### src/rtl/tsta_pkg.sv
`default_nettype none
package tsta_pkg;

    // reflected crc-32 polynomial and start value
    localparam logic [31:0] CRC_POLY = 32'hEDB88320;
    localparam logic [31:0] CRC_INIT = 32'hFFFFFFFF;

    // trailer version byte
    localparam logic [7:0] TRAILER_VERSION = 8'd1;

    // trailer positions: crc bytes first, then the fixed twelve bytes
    localparam logic [3:0] TRL_FIRST_FIXED = 4'd4;
    localparam logic [3:0] TRL_FINAL       = 4'd15;

    // saturation point of the tail byte count
    localparam logic [2:0] TAIL_FULL = 3'd4;

    // fcs handling modes
    typedef enum logic [1:0] {
        FCS_ABSENT  = 2'd0,
        FCS_PRESENT = 2'd1,
        FCS_DETECT  = 2'd2,
        FCS_UNUSED  = 2'd3
    } t_fcs_mode;

    // configuration register indexes
    typedef enum logic [1:0] {
        CFG_FCS_MODE  = 2'd0,
        CFG_DEVICE_ID = 2'd1,
        CFG_PORT      = 2'd2,
        CFG_NONE      = 2'd3
    } t_cfg_index;

    // one byte through the reflected crc register, bit at a time
    function automatic logic [31:0] crc_byte(input logic [31:0] crc, input logic [7:0] b);
        logic [31:0] r;
        r = crc ^ {24'd0, b};
        for (int i = 0; i < 8; i++) begin
            r = r[0] ? ((r >> 1) ^ CRC_POLY) : (r >> 1);
        end
        return r;
    endfunction

endpackage
`default_nettype wire

### src/rtl/timestamp_trailer_append.sv
`default_nettype none
// Passes packet bytes through unchanged at one byte per cycle and, after each
// packet's last byte, appends a trailer: the CRC-32 of the packet (LSB first,
// plus one when crc_error is set, only when no FCS is taken to be present),
// then seconds and nanoseconds big-endian, version 1, device id big-endian
// and the port byte; out_last marks the final trailer byte. Bytes pass
// through an input register and then an output register. The input stalls
// while the trailer leaves the output register (the twelve fixed bytes if an
// FCS is present, all sixteen if not), and whenever the output side stalls.
// In detect mode the first packet to end decides FCS presence for good.
// Configuration writes are always ready and take effect the next cycle.
module timestamp_trailer_append (
    input  wire         i_clk,
    input  wire         i_rst_n,
    // byte input
    input  wire         i_in_valid,
    output logic        o_in_stall,
    input  wire  [7:0]  i_data_byte,
    input  wire         i_in_last,
    input  wire  [31:0] i_ts_seconds,
    input  wire  [29:0] i_ts_nanoseconds,
    input  wire         i_crc_error,
    // byte output
    output logic        o_out_valid,
    input  wire         i_out_stall,
    output logic [7:0]  o_out_byte,
    output logic        o_out_last,
    // configuration writes
    input  wire         i_cfg_valid,
    output logic        o_cfg_ready,
    input  wire  [1:0]  i_cfg_index,
    input  wire  [15:0] i_cfg_data
);
    import tsta_pkg::*;

    // configuration registers
    t_fcs_mode   r_fcs_mode;
    logic [15:0] r_device_id;
    logic [7:0]  r_port_number;

    // input register
    logic        r_a_valid;
    logic [7:0]  r_a_byte;
    logic        r_a_last;
    logic [31:0] r_a_sec;
    logic [29:0] r_a_nsec;
    logic        r_a_err;

    // per-packet crc state
    logic [31:0] r_crc_running;
    logic [31:0] r_crc_lagged;
    logic [31:0] r_tail_bytes;
    logic [2:0]  r_bytes_seen;
    logic        r_fcs_decided;
    logic        r_fcs_found;

    // trailer sequencer
    logic        r_trl_active;
    logic [3:0]  r_trl_idx;
    logic [31:0] r_trl_crc;
    logic [31:0] r_trl_sec;
    logic [29:0] r_trl_nsec;

    // output register
    logic        r_out_valid;
    logic [7:0]  r_out_byte;
    logic        r_out_last;

    logic        out_free;
    logic        a_adv;
    logic        in_take;
    logic [31:0] n_crc_running;
    logic [31:0] n_crc_lagged;
    logic [31:0] n_tail_bytes;
    logic [2:0]  n_bytes_seen;
    logic        detect_hit;
    logic        n_fcs_found;
    logic        pkt_has_fcs;
    logic [31:0] crc_final;
    logic [7:0]  trl_byte;

    // handshake
    assign out_free    = !r_out_valid || !i_out_stall;
    assign a_adv       = r_a_valid && out_free && !r_trl_active;
    assign o_in_stall  = r_a_valid && !a_adv;
    assign in_take     = i_in_valid && !o_in_stall;
    assign o_cfg_ready = 1'b1;
    assign o_out_valid = r_out_valid;
    assign o_out_byte  = r_out_byte;
    assign o_out_last  = r_out_last;

    // crc and tail update for the byte leaving the input register
    always_comb begin
        n_crc_running = crc_byte(r_crc_running, r_a_byte);
        n_crc_lagged  = (r_bytes_seen >= TAIL_FULL)
                        ? crc_byte(r_crc_lagged, r_tail_bytes[7:0]) : r_crc_lagged;
        n_tail_bytes  = {r_a_byte, r_tail_bytes[31:8]};
        n_bytes_seen  = (r_bytes_seen < TAIL_FULL) ? r_bytes_seen + 3'd1 : r_bytes_seen;
        detect_hit    = !r_a_err && (n_bytes_seen >= TAIL_FULL)
                        && ((~n_crc_lagged) == n_tail_bytes);
        n_fcs_found   = r_fcs_decided ? r_fcs_found : detect_hit;
        case (r_fcs_mode)
            FCS_ABSENT:  pkt_has_fcs = 1'b0;
            FCS_DETECT:  pkt_has_fcs = n_fcs_found;
            FCS_PRESENT: pkt_has_fcs = 1'b1;
            default:     pkt_has_fcs = 1'b1;
        endcase
        crc_final = (~n_crc_running) + {31'd0, r_a_err};
    end

    // trailer byte select
    always_comb begin
        case (r_trl_idx)
            4'd0:    trl_byte = r_trl_crc[7:0];
            4'd1:    trl_byte = r_trl_crc[15:8];
            4'd2:    trl_byte = r_trl_crc[23:16];
            4'd3:    trl_byte = r_trl_crc[31:24];
            4'd4:    trl_byte = r_trl_sec[31:24];
            4'd5:    trl_byte = r_trl_sec[23:16];
            4'd6:    trl_byte = r_trl_sec[15:8];
            4'd7:    trl_byte = r_trl_sec[7:0];
            4'd8:    trl_byte = {2'd0, r_trl_nsec[29:24]};
            4'd9:    trl_byte = r_trl_nsec[23:16];
            4'd10:   trl_byte = r_trl_nsec[15:8];
            4'd11:   trl_byte = r_trl_nsec[7:0];
            4'd12:   trl_byte = TRAILER_VERSION;
            4'd13:   trl_byte = r_device_id[15:8];
            4'd14:   trl_byte = r_device_id[7:0];
            default: trl_byte = r_port_number;
        endcase
    end

    // configuration registers
    always_ff @(posedge i_clk) begin
        if (!i_rst_n) begin
            r_fcs_mode    <= FCS_DETECT;
            r_device_id   <= 16'd0;
            r_port_number <= 8'd0;
        end else if (i_cfg_valid) begin
            case (t_cfg_index'(i_cfg_index))
                CFG_FCS_MODE:  r_fcs_mode    <= t_fcs_mode'(i_cfg_data[1:0]);
                CFG_DEVICE_ID: r_device_id   <= i_cfg_data;
                CFG_PORT:      r_port_number <= i_cfg_data[7:0];
                default:       ;
            endcase
        end
    end

    // input register
    always_ff @(posedge i_clk) begin
        if (!i_rst_n) begin
            r_a_valid <= 1'b0;
        end else if (in_take) begin
            r_a_valid <= 1'b1;
        end else if (a_adv) begin
            r_a_valid <= 1'b0;
        end
        if (in_take) begin
            r_a_byte <= i_data_byte;
            r_a_last <= i_in_last;
            r_a_sec  <= i_ts_seconds;
            r_a_nsec <= i_ts_nanoseconds;
            r_a_err  <= i_crc_error;
        end
    end

    // crc state, cleared after each packet
    always_ff @(posedge i_clk) begin
        if (!i_rst_n) begin
            r_crc_running <= CRC_INIT;
            r_crc_lagged  <= CRC_INIT;
            r_tail_bytes  <= 32'd0;
            r_bytes_seen  <= 3'd0;
            r_fcs_decided <= 1'b0;
            r_fcs_found   <= 1'b0;
        end else if (a_adv) begin
            if (r_a_last) begin
                r_crc_running <= CRC_INIT;
                r_crc_lagged  <= CRC_INIT;
                r_tail_bytes  <= 32'd0;
                r_bytes_seen  <= 3'd0;
                if (r_fcs_mode == FCS_DETECT) begin
                    r_fcs_decided <= 1'b1;
                    r_fcs_found   <= n_fcs_found;
                end
            end else begin
                r_crc_running <= n_crc_running;
                r_crc_lagged  <= n_crc_lagged;
                r_tail_bytes  <= n_tail_bytes;
                r_bytes_seen  <= n_bytes_seen;
            end
        end
    end

    // output register and trailer sequencer
    always_ff @(posedge i_clk) begin
        if (!i_rst_n) begin
            r_out_valid  <= 1'b0;
            r_trl_active <= 1'b0;
            r_trl_idx    <= 4'd0;
        end else if (r_trl_active && out_free) begin
            r_out_valid <= 1'b1;
            r_out_byte  <= trl_byte;
            r_out_last  <= (r_trl_idx == TRL_FINAL);
            r_trl_idx   <= r_trl_idx + 4'd1;
            if (r_trl_idx == TRL_FINAL) begin
                r_trl_active <= 1'b0;
            end
        end else if (a_adv) begin
            r_out_valid <= 1'b1;
            r_out_byte  <= r_a_byte;
            r_out_last  <= 1'b0;
            if (r_a_last) begin
                r_trl_active <= 1'b1;
                r_trl_idx    <= pkt_has_fcs ? TRL_FIRST_FIXED : 4'd0;
            end
        end else if (out_free) begin
            r_out_valid <= 1'b0;
        end
    end

    // trailer fields captured with the last byte
    always_ff @(posedge i_clk) begin
        if (a_adv && r_a_last) begin
            r_trl_crc  <= crc_final;
            r_trl_sec  <= r_a_sec;
            r_trl_nsec <= r_a_nsec;
        end
    end

endmodule
`default_nettype wire
### config.mk
export PLATFORM = sky130hd
export DESIGN_NAME = timestamp_trailer_append
export DESIGN_NICKNAME = d
export VERILOG_FILES = /design/src/rtl/tsta_pkg.sv /design/src/rtl/timestamp_trailer_append.sv
export SDC_FILE = /design/constraint.sdc
export NUM_CORES = 1
export LEC_CHECK = 0
export BUFFER_PORTS_ARGS = -buffer_cell sky130_fd_sc_hd__buf_2
export CORE_ASPECT_RATIO = 1.5
export CORE_UTILIZATION = 50
export CTS_BUF_LIST = sky130_fd_sc_hd__clkbuf_8
export CTS_CLUSTER_SIZE = 16
export DETAILED_ROUTE_END_ITERATION = 8
export PLACE_DENSITY = 0.68
export SLEW_MARGIN = 15
export SYNTH_ARGS = -nofsm -noshare
export SYNTH_HDL_FRONTEND = slang
export SYNTH_SLANG_ARGS = --single-unit
### constraint.sdc
create_clock -name i_clk -period 14.6 [get_ports i_clk]
set_input_delay 2.92 -clock i_clk [delete_from_list [all_inputs] [get_ports i_clk]]
set_output_delay 2.92 -clock i_clk [all_outputs]
set_load 0.01 [all_outputs]
==> results of run 1 <==
[worst max-delay path, cell delays in order]
cell and delay, ns:
buf_2 0.09, nand2_1 0.18, nand2_1 0.11, or2_2 0.29
and2_1 0.21, buf_2 0.15
[metal layers]
metal	vias to the layer above	part of all wire, %
li1	4639	-
met1	4521	38
met3	97	4.8
met5	-	0
met4	0	5.4
met2	326	52
[kinds of logic (layout without fill, tap and decap cells)]
logic type / after synthesis / after routing / share of synthesized area, %
adders and majority gates: 8 / 8 / 0.6930
AOI/OAI and AO/OA: 256 / 256 / 12.44
buffers and inverters: 85 / 223 / 2.295
muxes: 19 / 19 / 1.429
and+or+nand+nor: 343 / 343 / 10.82
xor gates and xnor gates: 216 / 216 / 17.35
other: 1 / 2 / 0.02596
DFF: 309 / 309 / 54.95
[power breakdown]
part	leakage, nW	internal (mW)	switching, mW	total (mW)
Clock	0.565	0.394	0.339	0.733
Combinational	2.86	0.171	0.282	0.453
Sequential	2.73	0.997	0.0297	1.03
Total	6.15	1.56	0.651	2.21
[sequential cells by signal (all words and copies together) (netlist names), 8 cells and up]
register,flops
o_out_byte,8
r_a_byte,8
r_a_nsec,30
r_a_sec,32
r_crc_lagged,32
r_crc_running,32
r_device_id,16
r_port_number,8
r_tail_bytes,32
r_trl_crc,32
r_trl_nsec,30
r_trl_sec,32
[how the worst max path moves through the flow]
stage | cells after the start | start | end
after floorplan | 5 | i_out_stall | r_a_byte[0]$_DFFE_PP_
after global placement | 6 | i_out_stall | o_in_stall
after detailed placement | 6 | i_out_stall | o_in_stall
after CTS | 6 | i_out_stall | o_in_stall
after global routing | 6 | i_out_stall | o_in_stall
final | 6 | i_out_stall | o_in_stall
[area by class of cell]
| cell class | instances | area [µm²] | area share, % |
|---|---|---|---|
| timing repair buffer | 120 | 638.1 | 3.933 |
| clock inverter | 36 | 231.5 | 1.427 |
| clock buffer | 54 | 743.2 | 4.581 |
| multi-input combinational | 843 | 6188 | 38.14 |
| tap | 346 | 432.9 | 2.668 |
| antenna | 1 | 2.502 | 0.01542 |
| sequential | 309 | 7938 | 48.92 |
| inverter | 13 | 50.05 | 0.3085 |
[per-stage QoR]
step | hold slack, ns | cells
detailed placement | 0.4045 | 1631
global route | 0.4125 | 1722
CTS | 0.4049 | 1721
floorplan | 0.4003 | 1237
finish | 0.3946 | 1722
global placement | 0.4010 | 1631
[cell usage in the layout, fill, tap and decap left out, drive strengths merged, types with 8 or more instances in the layout]
cell    Yosys  layout
clkbuf     55      54
xnor2     126     126
nand3      29      29
nor2b      18      18
a31oi      10      10
clkinv      0      18
xnor3      10      10
nand4      11      11
edfxtp    175     175
buf        17     120
a211oi      8       8
xor2       73      73
inv        13      28
a221oi     15      15
mux2i      15      15
a21boi     20      20
dfxtp     134     134
ha          8       8
o21ai      21      21
nor2       38      38
a21oi      59      59
a22oi      23      23
nand2     209     209
o211ai     59      59
==> impl_metrics.toml, run 1 <==
[run_status]
status = "finished clean"

[power_and_ir_drop]
p_leak_nw = 6.154
peakVddDrop_mv = 0.1004
power_density_nw_per_um2 = 136.4
p_total_mw = 2.213

[sta]
finalHoldViolations = 0
max_freq_mhz = 145.7
rsz0062_at_grt = "false"
layout_worst_path_cycle_share_pct = 47.02
period_minus_slack_ns = 6.864
drv_slew = 0
setup_violations = 0
fin_setup_tns_ns = 0
slew_headroom_pct = 35.84
skew_ns = 0.05293
worst_pin_slew_ns = 0.9625
setup_ws_ns = 7.736

[global_route]
grt_antenna_before_repair = 1
grt_util_met3_pct = 3.680
grtUsageTotal_pct = 23.80
grt_pass1_vias = 9490
grt_max_degree = 93
met1_usage_pct = 27.20
grt_pass1_wl_mm = 52.95
grt.overflow.total = 0
grt-busiest-layer = "met2"
gr-usage-met2_pct = 42.01

[yosys]
synth_top_cell_by_area = "edfxtp_1"
synth_edf_count = 175
synth_area_per_cell_um2 = 11.68
synth_area_um2 = 14450
syn-num-nets = 1340
yosysMostFrequentCell = "nand2_1"
ys_warn_count = 0
synthCells = 1237
synth_seq_cells = 309
async_flop_share_pct = 0
synth_top_area_share_pct = 36.38
synth_common_cells = "209 x nand2_1, 175 x edfxtp_1, 134 x dfxtp_1"
ys.flop_type = "edfxtp_1"
synth.area.top_cells = "edfxtp_1 36%, dfxtp_1 19%, xnor2_1 6.1%, nand2_1 5.4%, xor2_1 4.2%"
synth_cell_types = 75
yosysSeqAreaShare_pct = 54.95

[floorplanning]
fp.dieW_um = 140.8
num_rows = 75
num_io_pins = 107
dieArea_um2 = 29590
initial_core_util_pct = 51.31
die_height_um = 210.2
core_area_um2 = 28150

[worst_setup_path]
critPathRequiredTime_ns = 11.68
startpoint_type = "input port"
crit_type = "in -> out"
reg2reg_to = "r_trl_crc[27]$_DFFE_PP_"
r2r-start = "r_a_byte[4]$_DFFE_PP_"
r2r_cells = 9
cp-end-kind = "output port"
regToRegSetupSlack_ns = 10.61
arrival_ns = 3.94
path_max_fanout = 8

[cts]
root_buffer = "clkbuf_8"
cts_buffers = 49
insertion_delay_ns = 0.61
htreeDepth = 2
cts_sinks = 309
post-cts-setup-buffer-count = 0
ctsResizeCount = 0
ctsHoldBuffers = 0
cts_tree = "yes"
clockBufferDepth = 3
clk_pin_slew_ns = 0.06

[finish]
syn_to_final_growth_pct = 12.32
design_area_um2 = 16220
final_nets = 1439
layout-drive-gt1-share_pct = 17.31
nFillCells = 2349
fin_util_pct = 57.63

[route]
drt_iter0_markers = 666
drt-pass1-iter-count = 8
wirelength_mm = 34.06
drc = 0
ant_nets = 0
via_per_inst = 5.565
num_vias = 9583
wl_per_cell_um = 19.78

[placement]
gp_congestion = 0.8899
pre_cts_slack_ns = 7.727
dp_hpwl_mm = 23.24
port_buffers = 105
place_area_um2 = 15250

[hold_path]
holdPathStages = 0
hold_end = "r_trl_nsec[1]$_DFFE_PP_"
hp-start = "r_a_nsec[1]$_DFFE_PP_"
hold_class = "reg -> reg"

[run]
cap_violations = 0
Power figures use the tool's default switching activity.
==> run 2: changes to the inputs <==
==> constraint.sdc (replaced) <==
create_clock -name i_clk -period 6.84 [get_ports i_clk]
set_input_delay 1.368 -clock i_clk [delete_from_list [all_inputs] [get_ports i_clk]]
set_output_delay 1.368 -clock i_clk [all_outputs]
set_load 0.01 [all_outputs]
==> run 2 against run 1 <==
Net effect:
- first-iteration DRC count fell by 12%
- clock skew fell by 0.031 ns
- wire length fell by 0.25%
- total power rose by 110%
- global-route usage fell by 0.27 points
- combinational power rose by 120%
- die area did not move
- sequential power rose by 110%
- critical path type unchanged
- critical endpoint unchanged
- largest cell class unchanged
==> impl_metrics.toml, run 2 (synthesis gave the netlist of run 1 again) <==
[placement]
dp_hpwl_mm = 24.04
gp_congestion = 0.9696
port_buffers = 105

[route]
drc = 0
drt_iter0_markers = 586
wirelength_mm = 33.97
via_per_inst = 5.520
wl_per_cell_um = 19.76
num_vias = 9489
drt-pass1-iter-count = 5
ant_nets = 0

[cts]
cts_sinks = 309
htreeDepth = 2
ctsHoldBuffers = 0
root_buffer = "clkbuf_8"
post-cts-setup-buffer-count = 0
cts_buffers = 47
clockBufferDepth = 3
clk_pin_slew_ns = 0.06
insertion_delay_ns = 0.60
ctsResizeCount = 0
cts_tree = "yes"

[finish]
nFillCells = 2367
syn_to_final_growth_pct = 11.87
antenna_cells = 0
fin_util_pct = 57.40
layout-drive-gt1-share_pct = 17.12
final_common_cell = "nand2_1"
final_cell_mix = "209 x nand2_1, 175 x edfxtp_1, 134 x dfxtp_1"
final_nets = 1437

[global_route]
grt_antenna_before_repair = 0
grt_pass1_wl_mm = 52.12
grt_max_degree = 80
grt_pass1_vias = 9323
grtUsageTotal_pct = 23.53
grt.overflow.total = 0

[sta]
max_freq_mhz = 253.9
rsz0062_at_grt = "false"
whs_ns = 0.4109
setup_violations = 0
worst_pin_slew_ns = 0.7966
fin_setup_tns_ns = 0
drv_slew = 0
skew_ns = 0.02177
period_minus_slack_ns = 3.938
finalHoldViolations = 0
slew_headroom_pct = 45.52
layout_worst_path_cycle_share_pct = 57.58

[floorplanning]
num_rows = 75
die_height_um = 210.2
initial_core_util_pct = 51.31
core_area_um2 = 28150
dieArea_um2 = 29590
fp.dieW_um = 140.8
num_io_pins = 107

[worst_setup_path]
crit_type = "in -> out"
slowest_delay_ns = 0.41
path_max_fanout = 15
critPathRequiredTime_ns = 5.47
path_delay_family = "simple AND/OR/NAND/NOR gates"
cp_cell_sequence = "buf_2, nand2_1, nand2_1, or2_2, and2_1, buf_2"
startpoint_type = "input port"
arrival_ns = 2.57
slowest_stage = "or2_2"
cp-end-kind = "output port"
regToRegSetupSlack_ns = 3.28
crit_buf_inv = 2

[power_and_ir_drop]
peakVddDrop_mv = 0.2169
p_leak_nw = 6.116
p_total_mw = 4.670
power_density_nw_per_um2 = 289.0

[hold_path]
hold_class = "reg -> reg"

[run]
cap_violations = 0

[run_status]
status = "finished clean"
## run 2: final timing paths
kind / from / end / cells after the start
worst max-delay path: i_out_stall / o_in_stall / 6
worst min-delay path: r_a_nsec[10]$_DFFE_PP_ / r_trl_nsec[10]$_DFFE_PP_ / 0
worst max register to register: r_a_byte[5]$_DFFE_PP_ / r_trl_crc[28]$_DFFE_PP_ / 9
worst min register to register: r_a_nsec[10]$_DFFE_PP_ / r_trl_nsec[10]$_DFFE_PP_ / 0
## run 2: final cells by class
| cell class | instances | area, µm² | share of cell area, % |
|---|---|---|---|
| flip-flops and latches | 309 | 7938 | 49.12 |
| multi-input cells | 843 | 6188 | 38.30 |
| clock buffers | 47 | 646.9 | 4.003 |
| repair buffers | 120 | 638.1 | 3.949 |
| well taps | 346 | 432.9 | 2.679 |
| clock inverters | 41 | 265.3 | 1.642 |
| inverters | 13 | 50.05 | 0.3097 |
## run 2: routing by layer
layer / share of wire (%) / vias up / GRT usage (%)
met4: 5.3 / 0 / 13.19
met5: 0 / - / 0
met2: 52 / 266 / 41.98
met1: 39 / 4500 / 26.68
met3: 4.3 / 87 / 3.771
li1: - / 4636 / -
## run 2: power by group
group          internal (mW)  total [mW]  switching [mW]  leakage, nW
Sequential              2.13        2.19          0.0616         2.73
Combinational          0.366       0.996           0.630         2.86
Clock                  0.767        1.48           0.718        0.527
Total                   3.26        4.67            1.41         6.12
## run 2: per-stage QoR
step	worst slack (ns)	instances	area, µm²
final	2.902	1719	16160
after global routing	2.826	1719	16160
after CTS	2.899	1719	16160
after detailed placement	2.598	1631	15250
after global placement	2.633	1631	15250
after floorplan	1.030	1237	14450
==> run 3: changes to the inputs <==
--- a/config.mk
+++ b/config.mk
@@ -11,7 +11,7 @@
 export CTS_BUF_LIST = sky130_fd_sc_hd__clkbuf_8
 export CTS_CLUSTER_SIZE = 16
 export DETAILED_ROUTE_END_ITERATION = 8
-export PLACE_DENSITY = 0.68
+export PLACE_DENSITY = 0.71
 export SLEW_MARGIN = 15
 export SYNTH_ARGS = -nofsm -noshare
 export SYNTH_HDL_FRONTEND = slang
==> constraint.sdc (replaced) <==
create_clock -name i_clk -period 3.59 [get_ports i_clk]
set_input_delay 0.718 -clock i_clk [delete_from_list [all_inputs] [get_ports i_clk]]
set_output_delay 0.718 -clock i_clk [all_outputs]
set_load 0.01 [all_outputs]
==> run 3 against run 2 <==
Net effect:
- sequential power up 91%
- utilization rose by 1.0 points
- total power up 90%
- cell area up 1.8%
- global-route usage rose by 0.59 points
- combinational power grew 98%
- register-to-register slack got worse by 3.0 ns
- worst hold slack lost 0.11 ns
- via count up 3.3%
- critical path type is now reg -> reg
==> impl_metrics.toml, run 3 (synthesis gave the netlist of run 1 again) <==
[power_and_ir_drop]
peakVddDrop_mv = 0.3923
p_total_mw = 8.896
power_density_nw_per_um2 = 540.7
p_leak_nw = 6.293

[worst_setup_path]
r2r-start = "r_a_byte[3]$_DFFE_PP_"
path_delay_family = "XOR/XNOR gates"
cp_cell_sequence = "xnor2_4, xnor3_1, xnor2_1, nand2_1, a211oi_4, inv_2, nor4_4, nand3_2, mux2i_1"
critPathRequiredTime_ns = 3.91
crit_start = "r_a_byte[3]$_DFFE_PP_"
cp-end-kind = "flop"
path_max_fanout = 7
arrival_ns = 3.62
crit_type = "reg -> reg"
slowest_delay_ns = 0.53
crit_buf_inv = 1
slowest_stage = "edfxtp_1"
startpoint_type = "flop"

[floorplanning]
fp.dieW_um = 140.8
core_area_um2 = 28150
dieArea_um2 = 29590
die_height_um = 210.2
num_io_pins = 107
num_rows = 75
initial_core_util_pct = 51.31

[placement]
port_buffers = 105
dp.cells = 1656
gp_congestion = 0.9223
dp_hpwl_mm = 24.51

[sta]
drv_slew = 0
setup_violations = 0
slew_headroom_pct = 37.97
period_minus_slack_ns = 3.301
worst_pin_slew_ns = 0.9305
skew_ns = 0.02713
layout_worst_path_cycle_share_pct = 91.95
rsz0062_at_grt = "false"
fin_setup_tns_ns = 0
finalHoldViolations = 0
max_freq_mhz = 303.0

[finish]
final_cell_mix = "209 x nand2_1, 175 x edfxtp_1, 134 x dfxtp_1"
antenna_cells = 0
final_common_cell = "nand2_1"
final_nets = 1467
syn_to_final_growth_pct = 13.90
final_cell_count_no_fill = 1749
layout-drive-gt1-share_pct = 18.67

[global_route]
grt_pass1_wl_mm = 53.90
grtUsageTotal_pct = 24.11
grt_antenna_before_repair = 0
grt_max_degree = 95
grt.overflow.total = 0
grt_pass1_vias = 9766

[cts]
insertion_delay_ns = 0.60
clockBufferDepth = 3
cts_tree = "yes"
cts_buffers = 49
clk_pin_slew_ns = 0.06
htreeDepth = 2
cts_sinks = 309
root_buffer = "clkbuf_8"

[run_status]
status = "finished clean"

[hold_path]
hp-start = "i_ts_seconds[17]"
hold_class = "in -> reg"

[run]
cap_violations = 0

[route]
drt-pass1-iter-count = 6
via_per_inst = 5.607
num_vias = 9806
wl_per_cell_um = 19.86
wirelength_mm = 34.74
drt_iter0_markers = 834
ant_nets = 0
drc = 0
-- run 3: cell count changes in the layout (fill, tap and decap cells not counted), moves of 2 or more --
cell        delta
buf_12         +6
buf_4         +22
bufinv_16      -3
clkbuf_8       +6
clkinv_1       -5
clkinv_2       -6
clkinvlp_4     +2
inv_1          +8
-- run 3: power by group --
part	internal (mW)	total, mW	leakage, nW	switching (mW)
clock	1.37	2.74	0.541	1.37
sequential	4.05	4.18	2.73	0.129
combinational	0.813	1.97	3.02	1.16
total	6.24	8.90	6.29	2.66
-- run 3: per-layer routing --
layer	global-route usage, %	vias to the layer above	part of all wire [%]
li1	-	4700	-
met2	43.08	333	52
met4	12.93	0	5.0
met3	3.975	93	5.5
met5	0	-	0
met1	27.46	4680	38
-- run 3: through the flow --
step	setup slack [ns]	instance area (µm²)	hold slack, ns	util (%)
finish	0.2891	16450	0.2991	58.44
detailed placement	0.2689	15490	0.4045	55.01
floorplan	0.6061	14460	0.4003	-
CTS	0.2219	16380	0.2675	58.20
global placement	0.3411	15490	0.4025	55.01
global route	0.02406	16450	0.2649	58.44
-- run 3: repair_timing --
action | CTS | global route
buffers inserted | 0 | 3
hold buffers | 0 | 0
gates resized for setup | 0 | 2
setup endpoints to repair | 0 | 1
-- run 3: path summary, 6_finish.rpt --
path	cells past startpoint	endpoint	slack, ns
setup / recovery	9	r_trl_crc[31]$_DFFE_PP_	0.29
hold / removal	1	r_a_sec[17]$_DFFE_PP_	0.30
setup reg to reg	9	r_trl_crc[31]$_DFFE_PP_	0.29
hold reg to reg	0	r_trl_nsec[20]$_DFFE_PP_	0.41
-- run 3: layout make-up --
cell class	instances	area, µm²
flip-flops and latches	309	7938
clock inverters	37	166.4
fillers	2335	11700
well taps	346	432.9
clock buffers	53	729.5
multi-input cells	843	6211
inverters	13	52.55
repair buffers	148	923.4
-- run 3: worst register-to-register path, stage by stage (launching register included) --
cell	delay [ns]
edfxtp_1	0.53
xnor2_4	0.45
xnor3_1	0.43
xnor2_1	0.37
nand2_1	0.21
a211oi_4	0.30
inv_2	0.09
nor4_4	0.40
nand3_2	0.13
mux2i_1	0.13
